--- config.mk ---
export PLATFORM = sky130hd
export DESIGN_NAME = stepper_pd_step_generator
export DESIGN_NICKNAME = d
export VERILOG_FILES = /design/src/rtl/core/spsg_pkg.sv /design/src/rtl/core/spsg_ctrl.sv /design/src/rtl/core/spsg_dp.sv /design/src/rtl/core/stepper_pd_step_generator.sv
export SDC_FILE = /design/constraint.sdc
export NUM_CORES = 2
export LEC_CHECK = 0
export ABC_AREA = 1
export BUFFER_PORTS_ARGS = -buffer_cell sky130_fd_sc_hd__buf_2
export CORE_ASPECT_RATIO = 0.9
export CORE_UTILIZATION = 45
export DETAILED_ROUTE_END_ITERATION = 16
export PLACE_DENSITY = 0.63
export SYNTH_ARGS = -nofsm -noshare
export SYNTH_HDL_FRONTEND = slang
export SYNTH_HIERARCHICAL = 1
export SYNTH_SLANG_ARGS = --single-unit
--- constraint.sdc ---
create_clock -name clk -period 13.5 [get_ports clk]
set_input_delay 2.7 -clock clk [delete_from_list [all_inputs] [get_ports clk]]
set_output_delay 2.7 -clock clk [all_outputs]
set_load 0.005 [all_outputs]
--- src/rtl/core/spsg_pkg.sv ---
// Shared types, codes and constants of the stepper PD step generator.
package spsg_pkg;

	localparam int POSITION_BITS_DEF = 24;
	localparam int DELAY_BITS_DEF    = 32;

	localparam int MOVE_W  = 24;
	localparam int SPR_W   = 15;
	localparam int SPEED_W = 16;
	localparam int GAIN_W  = 16;
	localparam int DEN_W   = SPR_W + SPEED_W;
	localparam int NUM_W   = 32;
	localparam int DIV_CNT_W = $clog2(NUM_W);
	localparam int OUT_W   = 32;

	localparam logic [1:0] OP_TICK = 2'd0;
	localparam logic [1:0] OP_ABS  = 2'd1;
	localparam logic [1:0] OP_REL  = 2'd2;

	localparam logic [1:0] PH_IDLE = 2'd0;
	localparam logic [1:0] PH_HIGH = 2'd1;
	localparam logic [1:0] PH_LOW  = 2'd2;

	localparam logic [1:0] REG_SPR   = 2'd0;
	localparam logic [1:0] REG_SPEED = 2'd1;
	localparam logic [1:0] REG_KP    = 2'd2;
	localparam logic [1:0] REG_KD    = 2'd3;

	localparam logic [SPR_W-1:0]   SPR_RST   = 15'd200;
	localparam logic [SPEED_W-1:0] SPEED_RST = 16'd4096;
	localparam logic [GAIN_W-1:0]  KP_RST    = 16'd82;
	localparam logic [GAIN_W-1:0]  KD_RST    = 16'd2867;

	// 1e6 microseconds in Q.12
	localparam logic [NUM_W-1:0] DELAY_NUM = 32'd4096000000;
	localparam logic [SPEED_W-1:0] CTL_MIN = 16'd8192;
	localparam logic [SPEED_W-1:0] CTL_MAX = 16'd49152;

	typedef struct packed {
		logic latch_in;
		logic exec;
		logic plan_diff;
		logic mul1;
		logic mul2;
		logic sum;
		logic den;
		logic div_step;
		logic load_delay;
		logic load_out;
	} spsg_cmd_t;

	typedef struct packed {
		logic go_plan;
		logic go_den;
		logic diff_zero;
		logic div_done;
	} spsg_sts_t;

endpackage

--- src/rtl/core/spsg_ctrl.sv ---
// Sequencing state machine of the stepper PD step generator.
module spsg_ctrl (
	input  logic                clk,
	input  logic                arst_n,
	input  logic                s_tvalid,
	output logic                s_tready,
	output logic                m_tvalid,
	input  logic                m_tready,
	output spsg_pkg::spsg_cmd_t cmd,
	input  spsg_pkg::spsg_sts_t sts
);
	import spsg_pkg::*;

	localparam logic [3:0] ST_IDLE   = 4'd0;
	localparam logic [3:0] ST_DECODE = 4'd1;
	localparam logic [3:0] ST_DIFF   = 4'd2;
	localparam logic [3:0] ST_MUL1   = 4'd3;
	localparam logic [3:0] ST_MUL2   = 4'd4;
	localparam logic [3:0] ST_SUM    = 4'd5;
	localparam logic [3:0] ST_DEN    = 4'd6;
	localparam logic [3:0] ST_DIV    = 4'd7;
	localparam logic [3:0] ST_LOAD   = 4'd8;
	localparam logic [3:0] ST_OUT    = 4'd9;

	logic [3:0] state_q, state_d;
	logic       out_valid_q;
	logic       out_free;

	assign s_tready = (state_q == ST_IDLE);
	assign m_tvalid = out_valid_q;
	assign out_free = !out_valid_q || m_tready;

	always_comb begin
		state_d = state_q;
		cmd     = '0;
		case (state_q)
			ST_IDLE: begin
				if (s_tvalid) begin
					cmd.latch_in = 1'b1;
					state_d      = ST_DECODE;
				end
			end
			ST_DECODE: begin
				cmd.exec = 1'b1;
				if (sts.go_plan)
					state_d = ST_DIFF;
				else if (sts.go_den)
					state_d = ST_DEN;
				else
					state_d = ST_OUT;
			end
			ST_DIFF: begin
				cmd.plan_diff = 1'b1;
				state_d = sts.diff_zero ? ST_OUT : ST_MUL1;
			end
			ST_MUL1: begin
				cmd.mul1 = 1'b1;
				state_d  = ST_MUL2;
			end
			ST_MUL2: begin
				cmd.mul2 = 1'b1;
				state_d  = ST_SUM;
			end
			ST_SUM: begin
				cmd.sum = 1'b1;
				state_d = ST_DEN;
			end
			ST_DEN: begin
				cmd.den = 1'b1;
				state_d = ST_DIV;
			end
			ST_DIV: begin
				cmd.div_step = 1'b1;
				if (sts.div_done)
					state_d = ST_LOAD;
			end
			ST_LOAD: begin
				cmd.load_delay = 1'b1;
				state_d        = ST_OUT;
			end
			ST_OUT: begin
				if (out_free) begin
					cmd.load_out = 1'b1;
					state_d      = ST_IDLE;
				end
			end
			default: state_d = ST_IDLE;
		endcase
	end

	always_ff @(posedge clk or negedge arst_n) begin
		if (!arst_n) begin
			state_q     <= ST_IDLE;
			out_valid_q <= 1'b0;
		end else begin
			state_q <= state_d;
			if (cmd.load_out)
				out_valid_q <= 1'b1;
			else if (m_tready)
				out_valid_q <= 1'b0;
		end
	end

`ifndef NO_ASSERTIONS
	a_accept_decodes: assert property (@(posedge clk) disable iff (!arst_n)
		s_tvalid && s_tready |=> state_q == ST_DECODE)
		else $error("accepted transaction not decoded");
	a_no_overwrite: assert property (@(posedge clk) disable iff (!arst_n)
		cmd.load_out |-> (!out_valid_q || m_tready))
		else $error("result overwritten before it was taken");
	a_div_holds: assert property (@(posedge clk) disable iff (!arst_n)
		state_q == ST_DIV && !sts.div_done |=> state_q == ST_DIV)
		else $error("divider left early");
`endif

endmodule

--- src/rtl/core/spsg_dp.sv ---
// Position, timing, PD arithmetic and serial delay divider.
module spsg_dp #(
	parameter int POSITION_BITS = spsg_pkg::POSITION_BITS_DEF,
	parameter int DELAY_BITS    = spsg_pkg::DELAY_BITS_DEF
) (
	input  logic                          clk,
	input  logic                          arst_n,
	input  spsg_pkg::spsg_cmd_t           cmd,
	output spsg_pkg::spsg_sts_t           sts,
	input  logic [1:0]                    in_op,
	input  logic [spsg_pkg::MOVE_W-1:0]   in_val,
	input  logic [spsg_pkg::SPR_W-1:0]    steps_per_rev,
	input  logic [spsg_pkg::SPEED_W-1:0]  const_speed_q12,
	input  logic [spsg_pkg::GAIN_W-1:0]   kp_q12,
	input  logic [spsg_pkg::GAIN_W-1:0]   kd_q12,
	output logic [spsg_pkg::OUT_W-1:0]    out_data
);
	import spsg_pkg::*;

	localparam int PB = POSITION_BITS;
	localparam int DB = DELAY_BITS;
	localparam int SW = PB + GAIN_W + 2;

	logic [1:0]        op_q;
	logic [MOVE_W-1:0] val_q;
	logic [PB-1:0]     position_q, goal_q, prev_err_q, err_q;
	logic [MOVE_W-1:0] steps_left_q;
	logic              pd_mode_q, direction_q;
	logic [1:0]        phase_q;
	logic [DB-1:0]     half_delay_q, tick_q;

	logic [PB+GAIN_W-1:0]   p1_q;
	logic signed [PB:0]     dd_q;
	logic signed [SW-1:0]   p2_q;
	logic [SPEED_W-1:0]     ctl_q;
	logic [DEN_W-1:0]       den_q;
	logic [NUM_W-1:0]       rem_q, quo_q, numsh_q;
	logic [DIV_CNT_W-1:0]   cnt_q;
	logic [OUT_W-1:0]       out_q;

	logic                   busy, val_neg;
	logic [MOVE_W-1:0]      val_abs;
	logic [31:0]            val_ext, pos_ext;
	logic [DB:0]            tick_inc;
	logic                   fire;
	logic signed [PB:0]     diff;
	logic [PB-1:0]          diff_abs;
	logic signed [SW-1:0]   sum_w, min_s, max_s;
	logic [NUM_W:0]         trial;
	logic                   trial_ok;
	logic [DB+31:0]         q_w, max_w;
	logic [MOVE_W-1:0]      sl_dec;

	assign busy     = (phase_q != PH_IDLE);
	assign val_neg  = val_q[MOVE_W-1];
	assign val_abs  = val_neg ? (~val_q + 1'b1) : val_q;
	assign val_ext  = 32'($signed(val_q));
	assign pos_ext  = 32'($signed(position_q));
	assign tick_inc = {1'b0, tick_q} + 1'b1;
	assign fire     = (tick_inc >= {1'b0, half_delay_q});
	assign diff     = $signed({goal_q[PB-1], goal_q}) - $signed({position_q[PB-1], position_q});
	assign diff_abs = diff[PB] ? PB'(-diff) : diff[PB-1:0];
	assign sum_w    = $signed({2'b00, p1_q}) + p2_q;
	assign min_s    = $signed({{(SW-SPEED_W){1'b0}}, CTL_MIN});
	assign max_s    = $signed({{(SW-SPEED_W){1'b0}}, CTL_MAX});
	assign trial    = {rem_q, numsh_q[NUM_W-1]};
	assign trial_ok = (trial >= {{(NUM_W+1-DEN_W){1'b0}}, den_q});
	assign q_w      = (DB+32)'(quo_q);
	assign max_w    = (DB+32)'({DB{1'b1}});
	assign sl_dec   = (steps_left_q != '0) ? steps_left_q - 1'b1 : steps_left_q;

	assign sts.go_plan   = (op_q == OP_ABS && !busy) ||
	                       (op_q == OP_TICK && busy && fire && phase_q == PH_LOW && pd_mode_q);
	assign sts.go_den    = (op_q == OP_REL) && !busy && (val_q != '0);
	assign sts.diff_zero = (diff == '0);
	assign sts.div_done  = (cnt_q == DIV_CNT_W'(NUM_W - 1));
	assign out_data      = out_q;

	// architectural state
	always_ff @(posedge clk or negedge arst_n) begin
		if (!arst_n) begin
			position_q   <= '0;
			goal_q       <= '0;
			steps_left_q <= '0;
			pd_mode_q    <= 1'b0;
			phase_q      <= PH_IDLE;
			half_delay_q <= '0;
			tick_q       <= '0;
			prev_err_q   <= '0;
			direction_q  <= 1'b0;
		end else begin
			if (cmd.exec) begin
				if (op_q == OP_TICK && busy) begin
					if (!fire) begin
						tick_q <= tick_inc[DB-1:0];
					end else begin
						tick_q <= '0;
						if (phase_q == PH_HIGH) begin
							phase_q <= PH_LOW;
						end else begin
							position_q <= direction_q ? position_q - 1'b1 : position_q + 1'b1;
							if (!pd_mode_q) begin
								steps_left_q <= sl_dec;
								if (sl_dec != '0) begin
									phase_q <= PH_HIGH;
								end else begin
									phase_q   <= PH_IDLE;
									pd_mode_q <= 1'b0;
								end
							end
						end
					end
				end else if (op_q == OP_ABS && !busy) begin
					goal_q     <= val_ext[PB-1:0];
					prev_err_q <= '0;
				end else if (op_q == OP_REL && !busy) begin
					direction_q  <= val_neg || (val_q == '0);
					steps_left_q <= val_abs;
					if (val_q != '0) begin
						pd_mode_q <= 1'b0;
						phase_q   <= PH_HIGH;
						tick_q    <= '0;
					end
				end
			end
			if (cmd.plan_diff) begin
				tick_q <= '0;
				if (diff == '0) begin
					phase_q   <= PH_IDLE;
					pd_mode_q <= 1'b0;
				end else begin
					direction_q <= diff[PB];
					pd_mode_q   <= 1'b1;
					phase_q     <= PH_HIGH;
				end
			end
			if (cmd.sum)
				prev_err_q <= err_q;
			if (cmd.load_delay) begin
				if (den_q == '0 || q_w > max_w)
					half_delay_q <= {DB{1'b1}};
				else if (quo_q == '0)
					half_delay_q <= DB'(1);
				else
					half_delay_q <= q_w[DB-1:0];
			end
		end
	end

	// working registers
	always_ff @(posedge clk) begin
		if (cmd.latch_in) begin
			op_q  <= in_op;
			val_q <= in_val;
		end
		if (cmd.exec)
			ctl_q <= const_speed_q12;
		if (cmd.plan_diff)
			err_q <= diff_abs;
		if (cmd.mul1) begin
			p1_q <= kp_q12 * err_q;
			dd_q <= $signed({1'b0, err_q}) - $signed({1'b0, prev_err_q});
		end
		if (cmd.mul2)
			p2_q <= SW'($signed({1'b0, kd_q12}) * dd_q);
		if (cmd.sum) begin
			if (sum_w < min_s)
				ctl_q <= CTL_MIN;
			else if (sum_w > max_s)
				ctl_q <= CTL_MAX;
			else
				ctl_q <= sum_w[SPEED_W-1:0];
		end
		if (cmd.den) begin
			den_q   <= steps_per_rev * ctl_q;
			rem_q   <= '0;
			quo_q   <= '0;
			numsh_q <= DELAY_NUM;
			cnt_q   <= '0;
		end
		if (cmd.div_step) begin
			rem_q   <= trial_ok ? NUM_W'(trial - {{(NUM_W+1-DEN_W){1'b0}}, den_q})
			                    : trial[NUM_W-1:0];
			quo_q   <= {quo_q[NUM_W-2:0], trial_ok};
			numsh_q <= {numsh_q[NUM_W-2:0], 1'b0};
			cnt_q   <= cnt_q + 1'b1;
		end
		if (cmd.load_out)
			out_q <= {5'b0, busy, pos_ext[MOVE_W-1:0], direction_q, phase_q == PH_HIGH};
	end

`ifndef NO_ASSERTIONS
	a_idle_not_pd: assert property (@(posedge clk) disable iff (!arst_n)
		phase_q == PH_IDLE |-> !pd_mode_q)
		else $error("PD mode left set while idle");
`endif

endmodule

--- src/rtl/core/stepper_pd_step_generator.sv ---
// Top level of the stepper PD step generator: APB registers, stream ports, core.
//
// Input stream (s_*): one transaction per command. s_tuser carries the operation
// (tick, start absolute PD move, start relative move), s_tdata the signed move value.
// Output stream (m_*): exactly one result transaction per input transaction, in order,
// showing step pin, direction pin, current position and busy flag after that command.
// Each transaction is worked through by a controller state machine driving a datapath.
// A tick or an ignored command goes from decode straight to the output state. A start,
// or a tick that ends a PD step, recomputes the half-step delay with a 32-step restoring
// divider (one quotient bit a cycle); a PD step also runs multiply, multiply and clamp
// stages first.
// s_tready is high only while no command is in work; one command is handled at a time.
// A finished result sits in the output register; if the receiver stalls, the next
// command is still accepted and worked, and it waits only to hand over its result.
// Reset clears position, move state and the output valid flag and loads the register
// defaults (200 steps/rev, 1.0 rev/s, kp 0.02, kd 0.7). Write registers only while idle.
module stepper_pd_step_generator #(
	parameter int POSITION_BITS = spsg_pkg::POSITION_BITS_DEF,
	parameter int DELAY_BITS    = spsg_pkg::DELAY_BITS_DEF
) (
	input  logic        clk,
	input  logic        arst_n,
	input  logic        s_tvalid,
	output logic        s_tready,
	input  logic [23:0] s_tdata,   // [23:0] move_value
	input  logic [1:0]  s_tuser,   // [1:0] operation
	output logic        m_tvalid,
	input  logic        m_tready,
	output logic [31:0] m_tdata,   // [0] step_out, [1] dir_out, [25:2] position_now, [26] busy_res
	input  logic        psel,
	input  logic        penable,
	input  logic        pwrite,
	input  logic [3:0]  paddr,
	input  logic [31:0] pwdata,
	output logic [31:0] prdata,
	output logic        pready
);
	import spsg_pkg::*;

	logic [SPR_W-1:0]   spr_q;
	logic [SPEED_W-1:0] speed_q;
	logic [GAIN_W-1:0]  kp_q, kd_q;
	logic               reg_wr;
	logic [1:0]         reg_idx;
	spsg_cmd_t          cmd;
	spsg_sts_t          sts;

	// register file: word addressed, always ready
	assign pready  = 1'b1;
	assign reg_idx = paddr[3:2];
	assign reg_wr  = psel && penable && pwrite && pready;

	always_ff @(posedge clk or negedge arst_n) begin
		if (!arst_n) begin
			spr_q   <= SPR_RST;
			speed_q <= SPEED_RST;
			kp_q    <= KP_RST;
			kd_q    <= KD_RST;
		end else if (reg_wr) begin
			case (reg_idx)
				REG_SPR:   spr_q   <= pwdata[SPR_W-1:0];
				REG_SPEED: speed_q <= pwdata[SPEED_W-1:0];
				REG_KP:    kp_q    <= pwdata[GAIN_W-1:0];
				REG_KD:    kd_q    <= pwdata[GAIN_W-1:0];
				default:   spr_q   <= spr_q;
			endcase
		end
	end

	always_comb begin
		case (reg_idx)
			REG_SPR:   prdata = {17'b0, spr_q};
			REG_SPEED: prdata = {16'b0, speed_q};
			REG_KP:    prdata = {16'b0, kp_q};
			REG_KD:    prdata = {16'b0, kd_q};
			default:   prdata = '0;
		endcase
	end

	spsg_ctrl u_ctrl (
		.clk      (clk),
		.arst_n   (arst_n),
		.s_tvalid (s_tvalid),
		.s_tready (s_tready),
		.m_tvalid (m_tvalid),
		.m_tready (m_tready),
		.cmd      (cmd),
		.sts      (sts)
	);

	spsg_dp #(
		.POSITION_BITS (POSITION_BITS),
		.DELAY_BITS    (DELAY_BITS)
	) u_dp (
		.clk             (clk),
		.arst_n          (arst_n),
		.cmd             (cmd),
		.sts             (sts),
		.in_op           (s_tuser),
		.in_val          (s_tdata),
		.steps_per_rev   (spr_q),
		.const_speed_q12 (speed_q),
		.kp_q12          (kp_q),
		.kd_q12          (kd_q),
		.out_data        (m_tdata)
	);

endmodule
; ---- After elaboration in Yosys (flattened, before gate mapping)
; Index checks and enable logic that the tools add are counted.
[totals]
reg_bits = 546
inputBits = 69
out_inout_bits = 67
word_cells = 210
[classes]
n_addsub = 11
multipliers = 3
n_lt_le_gt_ge = 5
n_eq_ne = 29
mux = 84
bitwise = 3
n_reduce_logical = 46
[op_table]
columns = operator, n
row1 = 32-bit 2-to-1 mux, 15
row2 = 24-bit 2-to-1 mux, 14
row3 = 32-bit case mux with 4 select lines, 1
row4 = 24-bit nonzero test, 3
row5 = 16-bit 2-to-1 mux, 4
row6 = 24-bit by 24-bit subtractor with 25-bit output, 2
row7 = 24-bit by 1-bit adder with 24-bit output (second input constant), 2
row8 = 24-bit by 1-bit subtractor with 24-bit output (second input constant), 2
row9 = 41-bit by 42-bit adder with 42-bit output, 1
row10 = 42-bit by 17-bit > comparator with 1-bit output (second input constant), 1
row11 = 42-bit by 15-bit less-than comparator with 1-bit output (second input constant), 1
row12 = 17-bit by 25-bit multiplier with 42-bit output, 1
row13 = 16-bit by 24-bit multiplier with 40-bit output, 1
row14 = 4-bit case mux with 10 select lines, 1
row15 = 32-bit by 1-bit adder with 33-bit output (second input constant), 1
row16 = 33-bit by 31-bit greater-or-equal comparator with 1-bit output, 1
row17 = 33-bit by 32-bit greater-or-equal comparator with 1-bit output, 1
row18 = 32-bit > comparator (second input constant), 1
row19 = 32-bit zero test, 1
row20 = 1-bit 2-to-1 mux, 32
row21 = 32-bit by 31-bit subtractor with 32-bit output, 1
row22 = 31-bit zero test, 1
row23 = 15-bit by 16-bit multiplier with 31-bit output, 1
row24 = 25-bit zero test, 1
row25 = 31 further kinds, 91

; ---- Logic depth before layout (Yosys ltp)
[logic_depth]
depth_word = 10
mapped_depth = 30
depth_no_buf = 30

; ---- Modules after synthesis
; Netlist, hierarchy kept.
[by_module_without_submodules]
columns = mod, instances, cells_per_inst, area_per_inst_um2, seq_area_each_um2
row1 = spsg_dp, 1, 8276, 65074.9, 13533.0
row2 = stepper_pd_step_generator, 1, 391, 3189.3, 1594.0
row3 = spsg_ctrl, 1, 67, 385.4, 125.1

; ---- Worst setup path before layout
; Ideal clock, no wire load.
[synth_timing]
path_type = reg2reg
start = register kd_q[5]
end = register u_dp.p2_q[37] (data pin)
setup_ns = 0.258
arrival_time_ns = 5.960
required_time_ns = 13.242
setup_slack_ns = 7.281
path_stages_with_launch = 29
path_buffers = 2
synth_period_minus_slack_ns = 6.219
cell_sequence = dfstp_2 -> clkbuf_1 -> clkbuf_1 -> nand2_1 -> fa_1 -> inv_1 -> fa_1 -> inv_1 -> fa_1 -> inv_1 -> fa_1 -> fa_1 -> inv_1 -> fa_1 -> inv_1 -> ha_1 -> nand2_1 -> nor2_1 -> inv_1 -> nor2_1 -> nand3_1 -> or2_2 -> nand3_1 -> nand2_1 -> nand2_1 -> a21boi_0 -> nor3_1 -> nor2_1 -> xnor2_1
[synth_between]
elab_chain_len = 1
[synth_rtl]
columns = element, line
row1 = "start, declared", stepper_pd_step_generator.sv:42  ; logic [GAIN_W-1:0] kp_q, kd_q;
row2 = "start signal, assigned", stepper_pd_step_generator.sv:64  ; REG_KD: kd_q <= pwdata[GAIN_W-1:0];
row3 = 17-bit by 25-bit multiplier with 42-bit output, spsg_dp.sv:165  ; p2_q <= SW'($signed({1'b0, kd_q12}) * dd_q);
row4 = "end signal, assigned", spsg_dp.sv:165
row5 = "end, declared", spsg_dp.sv:34  ; logic signed [SW-1:0] p2_q;
; No other way between the ends.
; A chain may end at the register's enable or synchronous reset.

; ---- Worst setup path in the final report
[layout_timing]
start = register u_dp.dd_q[10]
end = register u_dp.p2_q[37] (data pin)
[layout_between]
elab_chain_len = 1
[layout_rtl]
columns = element, line
row1 = "start, declared", spsg_dp.sv:33  ; logic signed [PB:0] dd_q;
row2 = "start signal, assigned", spsg_dp.sv:162  ; dd_q <= $signed({1'b0, err_q}) - $signed({1'b0, prev_err_q});
row3 = 17-bit by 25-bit multiplier with 42-bit output, spsg_dp.sv:165
; No other way between the ends.

==> results.toml <==
[floorplan]
floorplan.io_pins = 136
placeableCoreArea_um2 = 151000
rows = 135
die_area_um2 = 154000
die-width_um = 414
floorplan.die.height_um = 373
floorplan.initialDensity_pct = 45.5

[clocking]
post_cts.resized_instances = 0
post-cts-setup-buffer-count = 0
tritoncts = "done"
cts_inserted_buffers = 67
h-tree-depth = 3
clock-sinks = 546
clock_insertion_delay_worst_skew_ns = 0.67
clock-root-buffer = "clkbuf_16"
worst_setup_hold_path_clk_slew_ns = 0.06
ctsHoldBuffers = 0
max_root_sink_buffers = 3

[placed_design]
detailed_place_hpwl_mm = 144
place.gp.congestion = 0.973
post-place-ws_ns = 6.68
io_buffer_count = 95
dp.cells = 10565
detailed_place.area_um2 = 70700

[routing]
route.antenna.remaining_nets = 0
route.vias.total = 54762
wl_mm = 184
detail_route.drc_violations = 0
drtPass1Iterations = 6
drt_iter0_drc = 4231
wirelength_per_cell_um = 17.2
drt-vias-per-instance = 5.12

[critical_path]
endpoint_kind = "flop"
r2r_start = "u_dp/dd_q[10]"
rr_endpoint = "u_dp/p2_q[37]"
cp_max_fo = 16
cp_data_required_time_ns = 13.90
start_kind = "flop"
critPathKind = "reg -> reg"
ff2ff_setup_slack_ns = 6.64
timing.reg2reg.worst_path_depth = 24
cp.arrival_ns = 7.27

[final_layout]
antenna_cell_count = 0
final_net_count = 10089
layoutNonFillerInstCount = 10689
multi_input_comb_area_um2 = 44200
drive_above_1_share_pct = 4.03
syn_to_final_growth_pct = 6.28
fillerInstances = 14783
flip_flop_and_latch_area_um2 = 15300
postLayoutCellArea_um2 = 73000

[timing]
post-route-worst-setup-slack_ns = 6.64
rsz0062_at_grt = "no"
fin_skew_ns = 0.0235
final_period_minus_worst_setup_slack_ns = 6.86
timing.max_slew.rel_slack_pct = 22.5
max_slew.worst_pin.slew_ns = 1.16
max_clock_freq_mhz = 146
final_hold_viol_count = 0
final_max_slew_viol_count = 0
tns_ns = 0
post-route-period-util_pct = 50.8
setup_viol = 0

[grt]
grt_remaining_overflow = 0
pin_count_of_the_biggest_net_entering_global_routing = 100
grt_antenna_before_repair = 1
track_usage_pct = 24.5
grt_pass1_wl_mm = 298
number_of_global_route_vias_before_repair = 55527

[status]
outcome = "finished clean"

[synthesis]
synth.cell_area_um2 = 68600
ys_dominant_reg_cell = "edfxtp_1"
post_synth_num_cell_types = 67
avg_inst_size_synth_um2 = 7.86
netlist_instances = 8734
synth-edff-count = 314
ys_async_sr_fraction_pct = 42.5
yosys_register_bits = 546
synth_warnings = 6
seq_area_frac_synth_pct = 22.2

[worst_hold_path]
min_path_type = "reg -> reg"
hold_end = "kp_q[0]"
holdCritStartpoint = "kp_q[0]"
whs_path_depth = 2

[run]
maxCapViolations = 0
## how the worst max path moves through the flow
stage,end,from,slack (ns),cells after the start
6_report,u_dp/p2_q[37],u_dp/dd_q[10],6.64,24
5_1_grt,u_dp/p2_q[41],kd_q[5],6.10,24
4_1_cts,u_dp/p2_q[41],kd_q[5],6.67,24
3_5_place_dp,u_dp/p1_q[39],kp_q[6],6.68,24
3_3_place_gp,u_dp/p2_q[41],kd_q[5],6.66,24
2_1_floorplan,u_dp/p2_q[37],kd_q[5],7.28,28
## synthesized netlist by cell type (115+ instances only)
| master | number | area (µm²) |
|---|---|---|
| a21oi_1 | 340 | 1700 |
| clkbuf_1 | 273 | 1020 |
| dfrtp_1 | 218 | 5460 |
| edfxtp_1 | 314 | 9430 |
| fa_1 | 882 | 17700 |
| ha_1 | 490 | 6130 |
| inv_1 | 2076 | 7790 |
| nand2_1 | 2399 | 9000 |
| nand3_1 | 251 | 1260 |
| nor2_1 | 436 | 1640 |
| o21ai_0 | 291 | 1460 |
| xnor2_1 | 115 | 1010 |
| xor2_1 | 179 | 1570 |
## cells by family (layout without fill, tap and decap cells)
| logic type | after synthesis | in the layout | share of synthesized area [%] |
|---|---|---|---|
| buffers and inverters | 2420 | 2370 | 13.6 |
| AO/OA/AOI/OAI | 772 | 772 | 6.13 |
| flip-flops | 546 | 546 | 22.2 |
| other | 3 | 22 | 0.0164 |
| adder cells (fa/ha/maj) | 1372 | 1372 | 34.7 |
| XOR/XNOR | 294 | 294 | 3.75 |
| AND/OR/NAND/NOR | 3321 | 3321 | 19.6 |
| multiplexers | 6 | 6 | 0.0966 |
## critical path, cell delays in order, from the launching register on
cell      delay [ns]
edfxtp_1        1.07
nand2_1         0.19
fa_1            0.58
inv_1           0.06
fa_1            0.48
fa_1            0.58
fa_1            0.48
fa_1            0.52
inv_1           0.05
fa_1            0.49
inv_1           0.05
ha_1            0.34
nand2_1         0.11
nor2_1          0.09
inv_1           0.07
nor2_1          0.14
nand3_1         0.08
or2_2           0.30
nand3_1         0.12
nand2_1         0.06
nand2_1         0.10
a21boi_0        0.21
nor3_1          0.23
nor2_1          0.08
xnor2_1         0.14
## layout by cell type, fill, tap and decap left out, types with 14 or more instances in the layout
master | Yosys | routed
a21o_1 | 16 | 16
buf_2 | 15 | 94
a21oi_1 | 340 | 340
xor2_1 | 179 | 179
dfrtp_1 | 218 | 218
nand2_1 | 2399 | 2399
nand4_1 | 78 | 78
o21a_1 | 15 | 15
clkbuf_16 | 0 | 70
buf_4 | 28 | 60
xnor2_1 | 115 | 115
nor4_1 | 37 | 37
a31oi_1 | 26 | 26
nor2_1 | 436 | 429
inv_1 | 2076 | 2075
o21bai_1 | 22 | 22
nor3_1 | 48 | 47
nand3_1 | 251 | 251
ha_1 | 490 | 490
conb_1 | 3 | 22
o21ai_0 | 291 | 291
nand3b_1 | 19 | 19
edfxtp_1 | 314 | 314
dfstp_2 | 14 | 14
fa_1 | 882 | 882
## metal layers
metal,global-route usage [%],routed length [µm],vias to the layer above,part of all wire [%]
li1,-,-,26031,-
met1,34.3,82400,26711,45
met2,39.3,83700,1760,46
met3,3.38,12700,260,6.9
met4,7.85,5110,0,2.8
met5,0,0,-,0
## registers in the layout, summed over array words and instances, names as in the netlist, 15 cells and up
register	cells
u_dp/ctl_q	16
kp_q	16
u_dp/quo_q	32
spr_q	15
u_dp/goal_q	24
u_dp/half_delay_q	32
kd_q	16
u_dp/prev_err_q	24
u_dp/p2_q	42
u_dp/p1_q	40
speed_q	16
u_dp/position_q	24
u_dp/dd_q	25
u_dp/err_q	24
u_dp/rem_q	32
u_dp/tick_q	32
u_dp/out_data	27
u_dp/den_q	31
u_dp/val_q	24
u_dp/steps_left_q	24
## area by class of cell
class / instances / area share (%)
clock buffer: 84 / 2.50
clock inverter: 40 / 0.538
inverter: 2091 / 10.8
multi-input combinational: 5787 / 60.6
sequential: 546 / 20.9
tap: 1986 / 3.41
timing repair buffer: 155 / 1.28
## metrics by stage
| step | hold slack (ns) | util [%] |
|---|---|---|
| 6_report | 0.470 | 48.3 |
| 5_1_grt | 0.505 | 48.3 |
| 4_1_cts | 0.475 | 48.3 |
| 3_5_place_dp | 0.460 | 46.8 |
| 3_3_place_gp | 0.454 | 46.8 |
| 2_1_floorplan | 0.440 | - |
Power is not shown: default switching activity piles up to over one toggle a cycle in this logic, so the estimate is an artifact.
